### src/rtl/stt_pkg.sv
// Types and constants shared by the schema text tokenizer.
package stt_pkg;

    typedef enum logic [2:0] {
        MODE_IDLE  = 3'd0,
        MODE_SLASH = 3'd1,
        MODE_LINE  = 3'd2,
        MODE_BLOCK = 3'd3,
        MODE_STAR  = 3'd4
    } t_mode;

    typedef enum logic [1:0] {
        KIND_NONE   = 2'd0,
        KIND_NUMBER = 2'd1,
        KIND_WORD   = 2'd2
    } t_kind;

    typedef enum logic [2:0] {
        TT_BAD    = 3'd0,
        TT_LBRACE = 3'd1,
        TT_RBRACE = 3'd2,
        TT_EQUAL  = 3'd3,
        TT_SEMI   = 3'd4,
        TT_NUMBER = 3'd5,
        TT_WORD   = 3'd6,
        TT_END    = 3'd7
    } t_tok;

    localparam logic       EV_CHAR  = 1'b0;
    localparam logic       EV_TOKEN = 1'b1;

    localparam logic [7:0] CH_LBRACE = 8'h7B;
    localparam logic [7:0] CH_RBRACE = 8'h7D;
    localparam logic [7:0] CH_EQUAL  = 8'h3D;
    localparam logic [7:0] CH_SEMI   = 8'h3B;
    localparam logic [7:0] CH_SLASH  = 8'h2F;
    localparam logic [7:0] CH_STAR   = 8'h2A;
    localparam logic [7:0] CH_LF     = 8'h0A;
    localparam logic [7:0] CH_CR     = 8'h0D;
    localparam logic [7:0] CH_SPACE  = 8'h20;
    localparam logic [7:0] CH_TAB    = 8'h09;
    localparam logic [7:0] CH_VT     = 8'h0B;
    localparam logic [7:0] CH_FF     = 8'h0C;
    localparam logic [7:0] CH_ZERO   = 8'h30;
    localparam logic [7:0] CH_NINE   = 8'h39;

    localparam logic [30:0] VALUE_MAX = 31'h7FFF_FFFF;

    typedef struct packed {
        logic [7:0] input_byte;
        logic       end_of_input;
    } t_in_item;

    typedef struct packed {
        logic        event_type;
        t_tok        token_type;
        logic [7:0]  token_char;
        logic [6:0]  token_length;
        logic [30:0] number_value;
        logic [31:0] line_number;
        logic        too_long;
        logic        last_result;
    } t_out_item;

endpackage

### src/rtl/stt_if.sv
// Valid/ready channels for tokenizer input bytes and result events.
interface stt_in_if;
    logic               valid;
    logic               ready;
    stt_pkg::t_in_item  data;

    modport source (output valid, output data, input ready);
    modport sink   (input valid, input data, output ready);
endinterface

interface stt_out_if;
    logic               valid;
    logic               ready;
    stt_pkg::t_out_item data;

    modport source (output valid, output data, input ready);
    modport sink   (input valid, input data, output ready);
endinterface

### src/rtl/schema_text_tokenizer_top.sv
// Schema text tokenizer: byte stream in, character and token events out.
//
// i_in carries one byte per item, or an end-of-input mark. o_out carries
// result events: a character event for each byte added to a number or word,
// and a token event when a token completes. One input item yields zero, one
// or two events, the last one flagged by last_result.
// Each accepted item is decoded against the scan state in the same cycle and
// its events are written into a four-entry result queue; o_out shows the
// registered head of that queue.
// Input is taken every cycle while the queue has room for two events, so
// with no receiver stall an item that yields at most one event sustains one
// item per cycle; items that yield two events are limited by the output side
// to one event per cycle. When the receiver stalls, the queue fills and
// i_in.ready drops once fewer than two free entries remain; no event is lost or repeated.
// Synchronous active-low reset empties the queue, returns the scanner to
// idle with no pending token and clears the line count.
module schema_text_tokenizer_top #(
    parameter int MAX_TOKEN = 64
) (
    input  logic       i_clk,
    input  logic       i_rst_n,
    stt_in_if.sink     i_in,
    stt_out_if.source  o_out
);
    import stt_pkg::*;

    localparam int LEN_W = $clog2(MAX_TOKEN + 1);
    localparam int DEPTH = 4;
    localparam int IDX_W = $clog2(DEPTH);
    localparam int CNT_W = $clog2(DEPTH + 1);

    t_mode             r_mode, n_mode;
    t_kind             r_kind, n_kind;
    logic [LEN_W-1:0]  r_len, n_len;
    logic [30:0]       r_value, n_value;
    logic [31:0]       r_line, n_line;

    t_out_item         r_q [DEPTH];
    t_out_item         n_q [DEPTH];
    logic [CNT_W-1:0]  r_count, n_count;

    t_out_item         res0, res1;
    logic [1:0]        res_n;
    logic              push, pop;

    logic [7:0]        c;
    logic              eoi, nl, is_digit, is_delim, is_ws, full;
    logic [34:0]       v_ext;
    logic [30:0]       v_next;
    logic [LEN_W-1:0]  len_inc;
    t_tok              delim_tt, flush_tt;

    function automatic t_out_item mk_token(t_tok tt, logic [6:0] len,
                                           logic [30:0] val, logic tl,
                                           logic [31:0] line);
        t_out_item r;
        r.event_type   = EV_TOKEN;
        r.token_type   = tt;
        r.token_char   = 8'd0;
        r.token_length = len;
        r.number_value = val;
        r.line_number  = line;
        r.too_long     = tl;
        r.last_result  = 1'b0;
        return r;
    endfunction

    assign push        = i_in.valid && i_in.ready;
    assign pop         = o_out.valid && o_out.ready;
    assign i_in.ready  = r_count <= CNT_W'(DEPTH - 2);
    assign o_out.valid = r_count != '0;
    assign o_out.data  = r_q[0];

    assign c        = i_in.data.input_byte;
    assign eoi      = i_in.data.end_of_input;
    assign nl       = (c == CH_LF) || (c == CH_CR);
    assign is_digit = (c >= CH_ZERO) && (c <= CH_NINE);
    assign is_delim = (c == CH_LBRACE) || (c == CH_RBRACE) ||
                      (c == CH_EQUAL) || (c == CH_SEMI);
    assign is_ws    = (c == CH_SPACE) || (c == CH_TAB) ||
                      (c == CH_VT) || (c == CH_FF);
    assign full     = r_len >= LEN_W'(MAX_TOKEN);
    assign len_inc  = r_len + 1'b1;
    assign flush_tt = (r_kind == KIND_NUMBER) ? TT_NUMBER : TT_WORD;
    assign delim_tt = (c == CH_LBRACE) ? TT_LBRACE :
                      (c == CH_RBRACE) ? TT_RBRACE :
                      (c == CH_EQUAL)  ? TT_EQUAL  : TT_SEMI;

    // value * 10 + digit, saturating
    assign v_ext  = ({4'd0, r_value} << 3) + ({4'd0, r_value} << 1) +
                    35'(c - CH_ZERO);
    assign v_next = (v_ext > 35'(VALUE_MAX)) ? VALUE_MAX : v_ext[30:0];

    always_ff @(posedge i_clk) begin
        if (!i_rst_n) begin
            r_mode  <= MODE_IDLE;
            r_kind  <= KIND_NONE;
            r_len   <= '0;
            r_value <= '0;
            r_line  <= '0;
            r_count <= '0;
        end else begin
            r_mode  <= n_mode;
            r_kind  <= n_kind;
            r_len   <= n_len;
            r_value <= n_value;
            r_line  <= n_line;
            r_count <= n_count;
        end
    end

    always_ff @(posedge i_clk) begin
        for (int i = 0; i < DEPTH; i++) begin
            r_q[i] <= n_q[i];
        end
    end

    // scanner: next state and events for the item on i_in
    always_comb begin
        t_out_item flush_res;
        flush_res = mk_token(flush_tt, 7'(r_len), r_value, 1'b0, r_line);
        n_mode  = r_mode;
        n_kind  = r_kind;
        n_len   = r_len;
        n_value = r_value;
        n_line  = r_line;
        res0    = mk_token(TT_END, 7'd0, 31'd0, 1'b0, r_line);
        res1    = res0;
        res_n   = 2'd0;
        if (eoi) begin
            n_mode  = MODE_IDLE;
            n_kind  = KIND_NONE;
            n_len   = '0;
            n_value = '0;
            if (r_mode == MODE_IDLE && r_kind != KIND_NONE) begin
                res0 = flush_res;
                res0.too_long = full;
                res_n = 2'd2;
            end else if (r_mode == MODE_SLASH) begin
                res0  = mk_token(TT_BAD, 7'd0, 31'd0, 1'b0, r_line);
                res_n = 2'd2;
            end else begin
                res_n = 2'd1;
            end
        end else begin
            unique case (r_mode)
                MODE_SLASH: begin
                    if (c == CH_SLASH) begin
                        n_mode = MODE_LINE;
                    end else if (c == CH_STAR) begin
                        n_mode = MODE_BLOCK;
                    end else begin
                        n_mode = MODE_IDLE;
                        res0   = mk_token(TT_BAD, 7'd0, 31'd0, 1'b0, r_line);
                        res_n  = 2'd1;
                    end
                end
                MODE_LINE: begin
                    if (nl) begin
                        n_line = r_line + 32'd1;
                        n_mode = MODE_IDLE;
                    end
                end
                MODE_BLOCK, MODE_STAR: begin
                    if (r_mode == MODE_STAR && c == CH_SLASH) begin
                        n_mode = MODE_IDLE;
                    end else begin
                        n_mode = (c == CH_STAR) ? MODE_STAR : MODE_BLOCK;
                        if (nl) begin
                            n_line = r_line + 32'd1;
                        end
                    end
                end
                default: begin
                    if (r_kind != KIND_NONE && full) begin
                        res0 = flush_res;
                        res0.too_long = 1'b1;
                        res_n   = 2'd1;
                        n_kind  = KIND_NONE;
                        n_len   = '0;
                        n_value = '0;
                    end else if (is_delim || c == CH_SLASH || nl || is_ws) begin
                        n_kind  = KIND_NONE;
                        n_len   = '0;
                        n_value = '0;
                        if (r_kind != KIND_NONE) begin
                            res0  = flush_res;
                            res_n = 2'd1;
                        end
                        if (is_delim) begin
                            if (r_kind != KIND_NONE) begin
                                res1  = mk_token(delim_tt, 7'd1, 31'd0, 1'b0, r_line);
                                res_n = 2'd2;
                            end else begin
                                res0  = mk_token(delim_tt, 7'd1, 31'd0, 1'b0, r_line);
                                res_n = 2'd1;
                            end
                        end
                        if (c == CH_SLASH) begin
                            n_mode = MODE_SLASH;
                        end
                        if (nl) begin
                            n_line = r_line + 32'd1;
                        end
                    end else begin
                        if (is_digit && r_kind != KIND_WORD) begin
                            n_kind  = KIND_NUMBER;
                            n_value = v_next;
                        end else if (!is_digit) begin
                            n_kind = KIND_WORD;
                        end
                        n_len = len_inc;
                        res0.event_type   = EV_CHAR;
                        res0.token_type   = (n_kind == KIND_NUMBER) ? TT_NUMBER : TT_WORD;
                        res0.token_char   = c;
                        res0.token_length = 7'(len_inc);
                        res0.number_value = n_value;
                        res_n = 2'd1;
                    end
                end
            endcase
        end
        res0.last_result = res_n == 2'd1;
        res1.last_result = 1'b1;
        if (!push) begin
            n_mode  = r_mode;
            n_kind  = r_kind;
            n_len   = r_len;
            n_value = r_value;
            n_line  = r_line;
        end
    end

    // result queue: pop from the head, append up to two events
    always_comb begin
        logic [CNT_W-1:0] cnt;
        logic [CNT_W-1:0] cnt1;
        for (int i = 0; i < DEPTH; i++) begin
            n_q[i] = r_q[i];
        end
        cnt = r_count;
        if (pop) begin
            for (int i = 0; i < DEPTH - 1; i++) begin
                n_q[i] = r_q[i + 1];
            end
            cnt = r_count - 1'b1;
        end
        cnt1 = cnt + 1'b1;
        if (push) begin
            if (res_n != 2'd0) begin
                n_q[cnt[IDX_W-1:0]] = res0;
            end
            if (res_n == 2'd2) begin
                n_q[cnt1[IDX_W-1:0]] = res1;
            end
            cnt = cnt + CNT_W'(res_n);
        end
        n_count = cnt;
    end

    a_count_max: assert property (@(posedge i_clk) disable iff (!i_rst_n)
        r_count <= CNT_W'(DEPTH))
        else $error("result queue overflow");

    a_pending_idle: assert property (@(posedge i_clk) disable iff (!i_rst_n)
        (r_kind != KIND_NONE) |-> (r_mode == MODE_IDLE))
        else $error("pending token outside idle scan");

    a_len_max: assert property (@(posedge i_clk) disable iff (!i_rst_n)
        r_len <= LEN_W'(MAX_TOKEN))
        else $error("pending length beyond limit");

    a_eoi_reset: assert property (@(posedge i_clk) disable iff (!i_rst_n)
        (push && eoi) |=> (r_mode == MODE_IDLE && r_kind == KIND_NONE && r_len == '0))
        else $error("scanner not idle after end of input");

endmodule
### src/flat_wrapper.sv
// flat-port wrapper written by rule: the top's interface ports become plain ports
module schema_text_tokenizer_top_flat import stt_pkg::*;
#(
    parameter int MAX_TOKEN = 64
)
  (i_clk, i_rst_n, i_in_valid, i_in_data, i_in_ready, o_out_valid, o_out_data, o_out_ready);
  stt_in_if i_in_i ();
  stt_out_if o_out_i ();
  input  logic i_clk;
  input  logic i_rst_n;
  input wire logic [$bits(i_in_i.valid)-1:0] i_in_valid;
  input wire logic [$bits(i_in_i.data)-1:0] i_in_data;
  output wire logic [$bits(i_in_i.ready)-1:0] i_in_ready;
  output wire logic [$bits(o_out_i.valid)-1:0] o_out_valid;
  output wire logic [$bits(o_out_i.data)-1:0] o_out_data;
  input wire logic [$bits(o_out_i.ready)-1:0] o_out_ready;
  assign i_in_i.valid = i_in_valid;
  assign i_in_i.data = i_in_data;
  assign i_in_ready = i_in_i.ready;
  assign o_out_valid = o_out_i.valid;
  assign o_out_data = o_out_i.data;
  assign o_out_i.ready = o_out_ready;
  schema_text_tokenizer_top #(.MAX_TOKEN(MAX_TOKEN)) u_core (.i_clk(i_clk), .i_rst_n(i_rst_n), .i_in(i_in_i), .o_out(o_out_i));
endmodule
### config.mk
export PLATFORM = sky130hd
export DESIGN_NAME = schema_text_tokenizer_top_flat
export DESIGN_NICKNAME = d
export VERILOG_FILES = /design/src/rtl/stt_pkg.sv /design/src/rtl/stt_if.sv /design/src/rtl/schema_text_tokenizer_top.sv /design/src/flat_wrapper.sv
export SDC_FILE = /design/constraint.sdc
export NUM_CORES = 1
export LEC_CHECK = 0
export BUFFER_PORTS_ARGS = -buffer_cell sky130_fd_sc_hd__clkbuf_2
export CAP_MARGIN = 20
export CORE_UTILIZATION = 55
export CTS_BUF_LIST = sky130_fd_sc_hd__clkbuf_16
export CTS_CLUSTER_SIZE = 14
export DETAILED_ROUTE_END_ITERATION = 12
export PLACE_DENSITY = 0.83
export SETUP_SLACK_MARGIN = 0.15
export SLEW_MARGIN = 10
export SYNTH_ARGS = -nofsm -noshare
export SYNTH_HDL_FRONTEND = slang
export SYNTH_SLANG_ARGS = --single-unit
### constraint.sdc
create_clock -name i_clk -period 16.9 [get_ports i_clk]
set_clock_uncertainty 0.15 [all_clocks]
set_input_delay 2.535 -clock i_clk [delete_from_list [all_inputs] [get_ports i_clk]]
set_output_delay 2.535 -clock i_clk [all_outputs]
set_load 0.05 [all_outputs]
# == Word-level counts from Yosys, hierarchy flattened ==
# Memory sizes are Yosys's and may differ from the RTL's.
# Cells that the tools add are included.
# Widths: inputs -> output; s select.
# totals
mem_bits_rw,336
inputBits,13
word_cells,168
register_bits,78
mem_count,1
# op_classes
mux,82
eq_ne,26
reduce_logical,32
n_addsub,8
n_lt_le_gt_ge,9
n_bitwise,4
# memory_table
name,depth,width,read_ports,rd_clocked_by_memory_dff,wr,line,source
u_core.r_q,4,84,4,0,4,schema_text_tokenizer_top.sv:38,t_out_item r_q [DEPTH];
# ops
operator,count
$mux 336,4
$mux 84,12
$bwmux 336,2
$mux 83,5
$demux 84 s2,2
$mux 252,1
$mux 31,6
$pmux 84 s2,1
$mux 32,4
$pmux 32 s3,1
$mux 50,1
$mux 2,21
$eq 8x4->1 const B,5
$eq 8x6->1 const B,5
$mux 3,13
$add 34x32->35,1
$add 35x35->35,1
$gt 35x31->1 const B,1
$mux 34,1
$add 32x1->32 const B,1
$mux 7,4
$eq 8x7->1 const B,2
$logic_or 1x1->1,10
$reduce_bool 5->1,2
other kinds (36),55

# == Longest topological paths before layout ==
# Gate-level depths: netlist of the first run.
# logic_depth
word_depth,23
depth_mapped,19

# == Least setup slack after synthesis of the first run ==
# No wires, ideal clock.
# synth_timing
kind,input-to-reg
startpoint,input port i_in_data[5]
endpoint,"memory u_core.r_q[3][59] (netlist bit), data pin"
n_path_buf,2
slack_ns,9.657
path_stages,15
t_arrival_ns,6.827
required_ns,16.483
cell_sequence,ha_1 -> or3_1 -> inv_1 -> fa_1 -> ha_1 -> buf_2 -> nand4_1 -> or3_1 -> a211oi_1 -> o21ai_0 -> a211oi_4 -> nand3_4 -> buf_6 -> a2111oi_2 -> nor3_1
# synth_rtl
element,line,source
from (decl),flat_wrapper.sv:12,input wire logic [$bits(i_in_i.data)-1:0] i_in_data;
to (decl),schema_text_tokenizer_top.sv:38,

==> metrics.md, run 1 <==
| Metric | Value |
|---|---|
| Status | `complete, no violations` |
| Final period utilization | `46.2%` |
| CTS Sinks | `414` |
| DP HPWL | `39400 um` |
| Vias/cell | `6.47` |
| CP startpoint kind | `input pin` |
| Register-to-Register Path Depth | `13` |
| Combinational Power Share | `41.8%` |
| # hold bufs at CTS | `0` |
| Hold EP | `u_core.r_q[0][6]` |
| Synthesized area per cell | `8.93 um^2` |
| CTS clock-pin slew for the worst setup and hold paths | `0.06 ns` |
| Cells after Synth | `2454` |
| Worst-Margin Slew | `1.01 ns` |
| Number of synthesized flops with an enable pin | `84` |
| Placed instance count | `2915` |
| Clock power share | `21.0%` |
| Hold Startpoint | `u_core.r_q[1][6]` |
| HP Class | `reg2reg` |
| Layout cells sized above 1 | `11.5%` |
| Via Count | `19400` |
| Cell Count, Final, Fillers Out | `3000` |
| CP endpoint kind | `flop` |
| Number of global-route vias before repair | `18800` |
| RSZ-0062 raised after global routing | `no` |
| Pin count of the biggest net entering global routing | `94` |
| WHS | `0.315 ns` |
| Sequential area share after synthesis | `41.7%` |
| CP bufs+invs | `3` |
| Port Buffers | `98` |
| R2R setup slack | `11.77 ns` |
| Top delay family on crit path | `compound AO/OA/AOI/OAI gates` |
| Total design power | `0.00464 W` |
| Root Driver | `clkbuf_16` |
| Die area | `0.0406 mm^2` |
| CP required | `17.06 ns` |
| Setup TNS | `0 ns` |
| Slowest-stage cell, CP | `a211oi_1` |
| PostCTS Resize Cnt | `0` |
| Internal Power | `0.00270 W` |
| Synth unique cells | `95` |
| Max VDD drop | `0.195 mV` |
| Pins Over Slew Limit | `0` |
| Critical path, cell by cell | `clkbuf_2 -> ha_1 -> or3_1 -> inv_1 -> buf_4 -> fa_1 -> ha_1 -> nand4_1 -> or3_1 -> a211oi_1 -> o21ai_0 -> a211oi_4 -> nand3_4 -> a211oi_1 -> a2111oi_1` |
| Top cells by area, synth | `dfxtp_1 (30%), edfxtp_1 (12%), nand2_1 (6.3%)` |
| Final hold vios | `0` |
| PD cells | `193 mW/mm^2` |
| Largest stage delay, worst path | `0.71 ns` |
| Post-route ant nets | `0` |
| Post-synthesis register bit count | `414` |
| Net Switching | `0.00194 W` |
| Final WL | `62600 um` |
| Antenna violations before repair | `1` |
| Synth warn | `0` |
| Count leader, synth | `nand2_1` |
| Max Buffers Root-to-Sink | `3` |
| Die width | `202 um` |
| Top FF cell, synth | `dfxtp_1` |
| Grt total ovfl | `0` |
| Min Clock Period, post-route | `7.80 ns` |
| Leak | `9.88 nW` |
| Clk_lat worst skew | `0.59 ns` |
| Synth cell count leaders | `nand2_1 (368), dfxtp_1 (330), nor2_1 (230)` |
| DRC | `0` |
| Crit Path Class | `in2reg` |
| Yosys top cell by area | `dfxtp_1` |
| Per-cell routed wire length | `20.9 um` |
| Post-CTS Setup Bufs | `0` |
| FILL cells | `3182` |
| FMAX | `128 MHz` |
| Final design utilization | `61.7%` |
| Total Routing Usage GR | `30.4%` |
| First-pass DRT Iterations | `6` |
| Asr flop ratio synth | `0%` |
| Starting Density | `56.2%` |
| H-Tree Depth | `2` |
| Num ports | `99` |
| Worst r2r src | `u_core.r_value[6]` |
| TritonCTS clock tree | `built` |
| Core box area | `0.0390 mm^2` |
| First-pass GRT wire length | `100000 um` |
| Cell Rows | `72` |
| Placer Congestion | `0.930` |
| Worst hold path stage count | `2` |
| Worst Path Arrival | `7.96 ns` |
| Max-cap viol count | `0` |
| Drt initial violations | `1932` |
| RR Endpoint | `u_core.r_q[3][61]` |
| Max_slew headroom | `32.5%` |
| Die Y | `202 um` |
| Critical path fanouts, max | `55` |
| Mapped cell area | `0.0219 mm^2` |
| Area Overhead vs Synth | `9.89%` |
| Area share of the largest cell type after synthesis | `30.2%` |
| Post-Syn Nets | `2545` |
| Nets@finish | `2535` |
| CTS buffer count | `45` |
| Sw Share | `41.8%` |
| Setup violators final | `0` |
| Reg power frac | `37.2%` |
[flip-flops by register name (all words and copies together), names as in the netlist]
register,flops
u_core.r_count,3
u_core.r_kind,2
u_core.r_len,7
u_core.r_line,32
u_core.r_mode,3
u_core.r_q,336
u_core.r_value,31
[through the flow]
| step | instance area [um^2] | worst slack [ns] |
|---|---|---|
| 2_1_floorplan | 21900 | 9.66 |
| 3_3_place_gp | 22600 | 8.85 |
| 3_5_place_dp | 22600 | 8.64 |
| 4_1_cts | 24100 | 9.24 |
| 5_1_grt | 24100 | 8.83 |
| 6_report | 24100 | 9.10 |
[cell type report]
class,count,area [um^2],area share (%)
Tap cell,518,648,2.69
Multi-Input combinational cell,1796,11900,49.3
Sequential cell,414,9130,37.9
Antenna cell,1,2.50,0.0104
Clock inverter,33,201,0.837
Inverter,58,220,0.915
Clock buffer,51,1280,5.30
Timing Repair Buffer,129,723,3.00
[worst min-delay path: cells and delay by family (launching register included)]
kind	cells	cell delay (ns)
DFF	1	0.31
AOI/OAI and AO/OA	1	0.07
and+or+nand+nor	1	0.05
[layout by cell type (no fill, tap or decap), drive strengths merged, types with 9 or more instances in the layout]
| cell | instances |
|---|---|
| o211ai | 15 |
| o22a | 9 |
| buf | 31 |
| a31oi | 104 |
| a2111oi | 10 |
| xnor2 | 44 |
| o221ai | 15 |
| nand3 | 33 |
| o21ai | 112 |
| mux2 | 34 |
| clkinv | 24 |
| o31ai | 13 |
| o21a | 10 |
| clkbuf | 149 |
| nand2 | 368 |
| a21boi | 12 |
| nor2b | 21 |
| nand4 | 20 |
| and3 | 16 |
| a21o | 21 |
| dfxtp | 330 |
| nor2 | 232 |
| fa | 31 |
| mux2i | 131 |
| or3 | 22 |
| a32oi | 20 |
| edfxtp | 84 |
| a22oi | 17 |
| and2 | 47 |
| xor2 | 20 |
| o22ai | 75 |
| inv | 65 |
| a21oi | 105 |
| nor3 | 29 |
| o32ai | 47 |
| a211oi | 38 |
| ha | 47 |
[power by group through the flow]
stage	Sequential (W)	Combinational, W	Clock, W
floorplan	0.00197	0.00116	0
global placement	0.00171	0.00183	0
detailed placement	0.00173	0.00190	0
CTS	0.00171	0.00192	0.000985
global route	0.00176	0.00209	0.00103
finish	0.00172	0.00194	0.000975
[layer usage]
layer | up-vias | GRT usage [%] | part of all wire (%)
met5 | - | 0 | 0
met4 | 0 | 12.3 | 3.2
met3 | 160 | 3.79 | 8.1
met2 | 932 | 49.7 | 47
met1 | 9435 | 40.9 | 42
li1 | 8892 | - | -
[cells by family (layout without fill, tap and decap cells)]
logic type               Yosys count  count (layout)  share of synthesized area, %
AND/OR/NAND/NOR                  824             824                          16.9
AO/OA/AOI/OAI                    665             665                          20.9
flip-flops                       414             414                          41.7
buffers and inverters            244             271                          4.59
multiplexers                     165             165                          7.73
adder cells (fa/ha/maj)           78              78                          5.52
XOR/XNOR                          64              64                          2.63
other                              0               1                             0
[worst max path at each step]
| stage | from | cells after the start | end |
|---|---|---|---|
| 6_report | i_in_data[5] | 15 | u_core.r_q[3][61] |
| 2_1_floorplan | i_in_data[5] | 15 | u_core.r_q[3][59] |
| 5_1_grt | i_in_data[5] | 15 | u_core.r_q[3][61] |
| 3_5_place_dp | i_in_data[5] | 15 | u_core.r_q[3][47] |
| 3_3_place_gp | i_in_data[5] | 15 | u_core.r_q[3][55] |
| 4_1_cts | i_in_data[5] | 15 | u_core.r_q[3][55] |
Power figures use the tool's default switching activity.
==> inputs of run 2 (changes only) <==
Settings changed: PLACE_DENSITY 0.83 to 0.86.
Clock period 16.9 ns to 6.4 ns, I/O delays scaled along.
==> run 2 against run 1 <==
  * Count of clock-buffer cells in the layout shrank 6
  * Wire length grew 2.2%
  * Hold slack gained 0.0037 ns
  * Cell area grew 0.35%
  * Non-clock buffer count grew 12
  * Cell count grew 0.33%
  * Register-to-register slack lost 10 ns
  * Critical path depth grew 1
  * Die area is the same
  * Flip-flop and latch count is the same
==> metrics.md, run 2 (same netlist as run 1, synthesis figures left out) <==
| Metric | Value |
|---|---|
| Antenna violations before repair | `1` |
| Final WL | `64000 um` |
| Drt initial violations | `2352` |
| Worst-Margin Slew | `1.04 ns` |
| Largest regs | `u_core.r_q x336, u_core.r_line x32, u_core.r_value x31` |
| Dpl ws | `0.227 ns` |
| Max VDD drop | `0.450 mV` |
| HP Class | `reg2reg` |
| PD cells | `508 mW/mm^2` |
| Leak | `9.94 nW` |
| CP required | `6.56 ns` |
| RSZ-0062 raised after global routing | `no` |
| Crit Path Class | `in2reg` |
| TritonCTS clock tree | `built` |
| Fin area | `0.0242 mm^2` |
| Via Count | `19800` |
| Num ports | `99` |
| Critical path fanouts, max | `25` |
| DP Area | `0.0227 mm^2` |
| Number of global-route vias before repair | `19300` |
| Status | `complete, no violations` |
| DP HPWL | `40800 um` |
| Final period utilization | `89.1%` |
| FILL cells | `3136` |
| Max Buffers Root-to-Sink | `3` |
| Cell Count, Final, Fillers Out | `3010` |
| Placed instance count | `2927` |
| Pins Over Slew Limit | `0` |
| DRC | `0` |
| WHS | `0.318 ns` |
| First-pass GRT wire length | `102000 um` |
| Largest reg by FF count | `u_core.r_q` |
| Layout cells sized above 1 | `11.6%` |
| Total Routing Usage GR | `30.9%` |
| CP startpoint kind | `input pin` |
| Per-cell routed wire length | `21.3 um` |
| Register area | `0.00913 mm^2` |
| Final hold vios | `0` |
| Grt total ovfl | `0` |
| Die Y | `202 um` |
| FMAX | `175 MHz` |
| Placer Congestion | `0.987` |
| Worst setup margin | `0.698 ns` |
| Nets@finish | `2546` |
| Commonest cells after routing, fill and taps aside | `nand2_1 (367), dfxtp_1 (330), nor2_1 (229)` |
| Clk_lat worst skew | `0.60 ns` |
| Vias/cell | `6.56` |
| Core box area | `0.0390 mm^2` |
| Most common cell after layout, fill and taps aside | `nand2_1` |
| Max-cap viol count | `0` |
| CTS Sinks | `414` |
| Area Overhead vs Synth | `10.3%` |
| First-pass DRT Iterations | `8` |
| Port Buffers | `98` |
| Post-CTS Setup Bufs | `0` |
| CP endpoint kind | `flop` |
| Max reg flops | `336` |
| CTS clock-pin slew for the worst setup and hold paths | `0.06 ns` |
| CTS buffer count | `44` |
| Pin count of the biggest net entering global routing | `178` |
| Starting Density | `56.2%` |
| Setup violators final | `0` |
| H-Tree Depth | `2` |
| Worst Path Arrival | `5.86 ns` |
| # hold bufs at CTS | `0` |
| Die width | `202 um` |
| Root Driver | `clkbuf_16` |
| Multi-input gate area | `0.0119 mm^2` |
| Die area | `0.0406 mm^2` |
| Setup TNS | `0 ns` |
| Max_slew headroom | `30.3%` |
| Post-route ant nets | `0` |
| Min Clock Period, post-route | `5.70 ns` |
| Cell Rows | `72` |
| PostCTS Resize Cnt | `0` |
[run 2: worst paths after layout]
path / start / to / slack (ns) / cells after the start
worst max register to register: u_core.r_value[5] / u_core.r_q[3][42] / 1.49 / 14
worst min register to register: u_core.r_q[2][21] / u_core.r_q[1][21] / 0.32 / 2
worst max-delay path: i_in_data[5] / u_core.r_q[3][42] / 0.70 / 16
worst min-delay path: u_core.r_q[2][21] / u_core.r_q[1][21] / 0.32 / 2
[run 2: routing by layer]
metal	GRT usage [%]	vias up	wire length, um
met3	4.71	155	6040
met4	12.9	0	1970
met5	0	-	0
met1	40.7	9572	25800
li1	-	8925	-
met2	50.7	1104	30200
[run 2: where the power goes]
group          switching [W]  internal (W)
clock network        0.00109       0.00144
logic                0.00345       0.00174
registers           0.000615       0.00394
[run 2: worst max-delay path, cell delays in order]
cell	delay, ns
clkbuf_2	0.18
ha_1	0.31
or3_1	0.38
inv_1	0.12
buf_12	0.22
fa_1	0.45
ha_1	0.44
nand2_1	0.18
or3_1	0.40
a211oi_1	0.39
o21ai_0	0.25
a211oi_4	0.36
nand3_4	0.35
buf_12	0.30
nor3_1	0.38
a211oi_1	0.15
[run 2: area by class of cell]
class | instances | area share [%]
tap | 518 | 2.68
clock inverter | 37 | 1.22
multi-input combinational | 1796 | 49.1
clock buffer | 45 | 4.66
inverter | 58 | 0.911
timing repair buffer | 141 | 3.63
antenna | 1 | 0.0104
sequential | 414 | 37.8
[run 2: stage by stage]
stage          utilization (%)  total power (W)
2_1_floorplan                -          0.00826
3_3_place_gp              58.3          0.00938
3_5_place_dp              58.3          0.00964
4_1_cts                   61.9           0.0122
5_1_grt                   61.9           0.0129
6_report                  61.9           0.0123
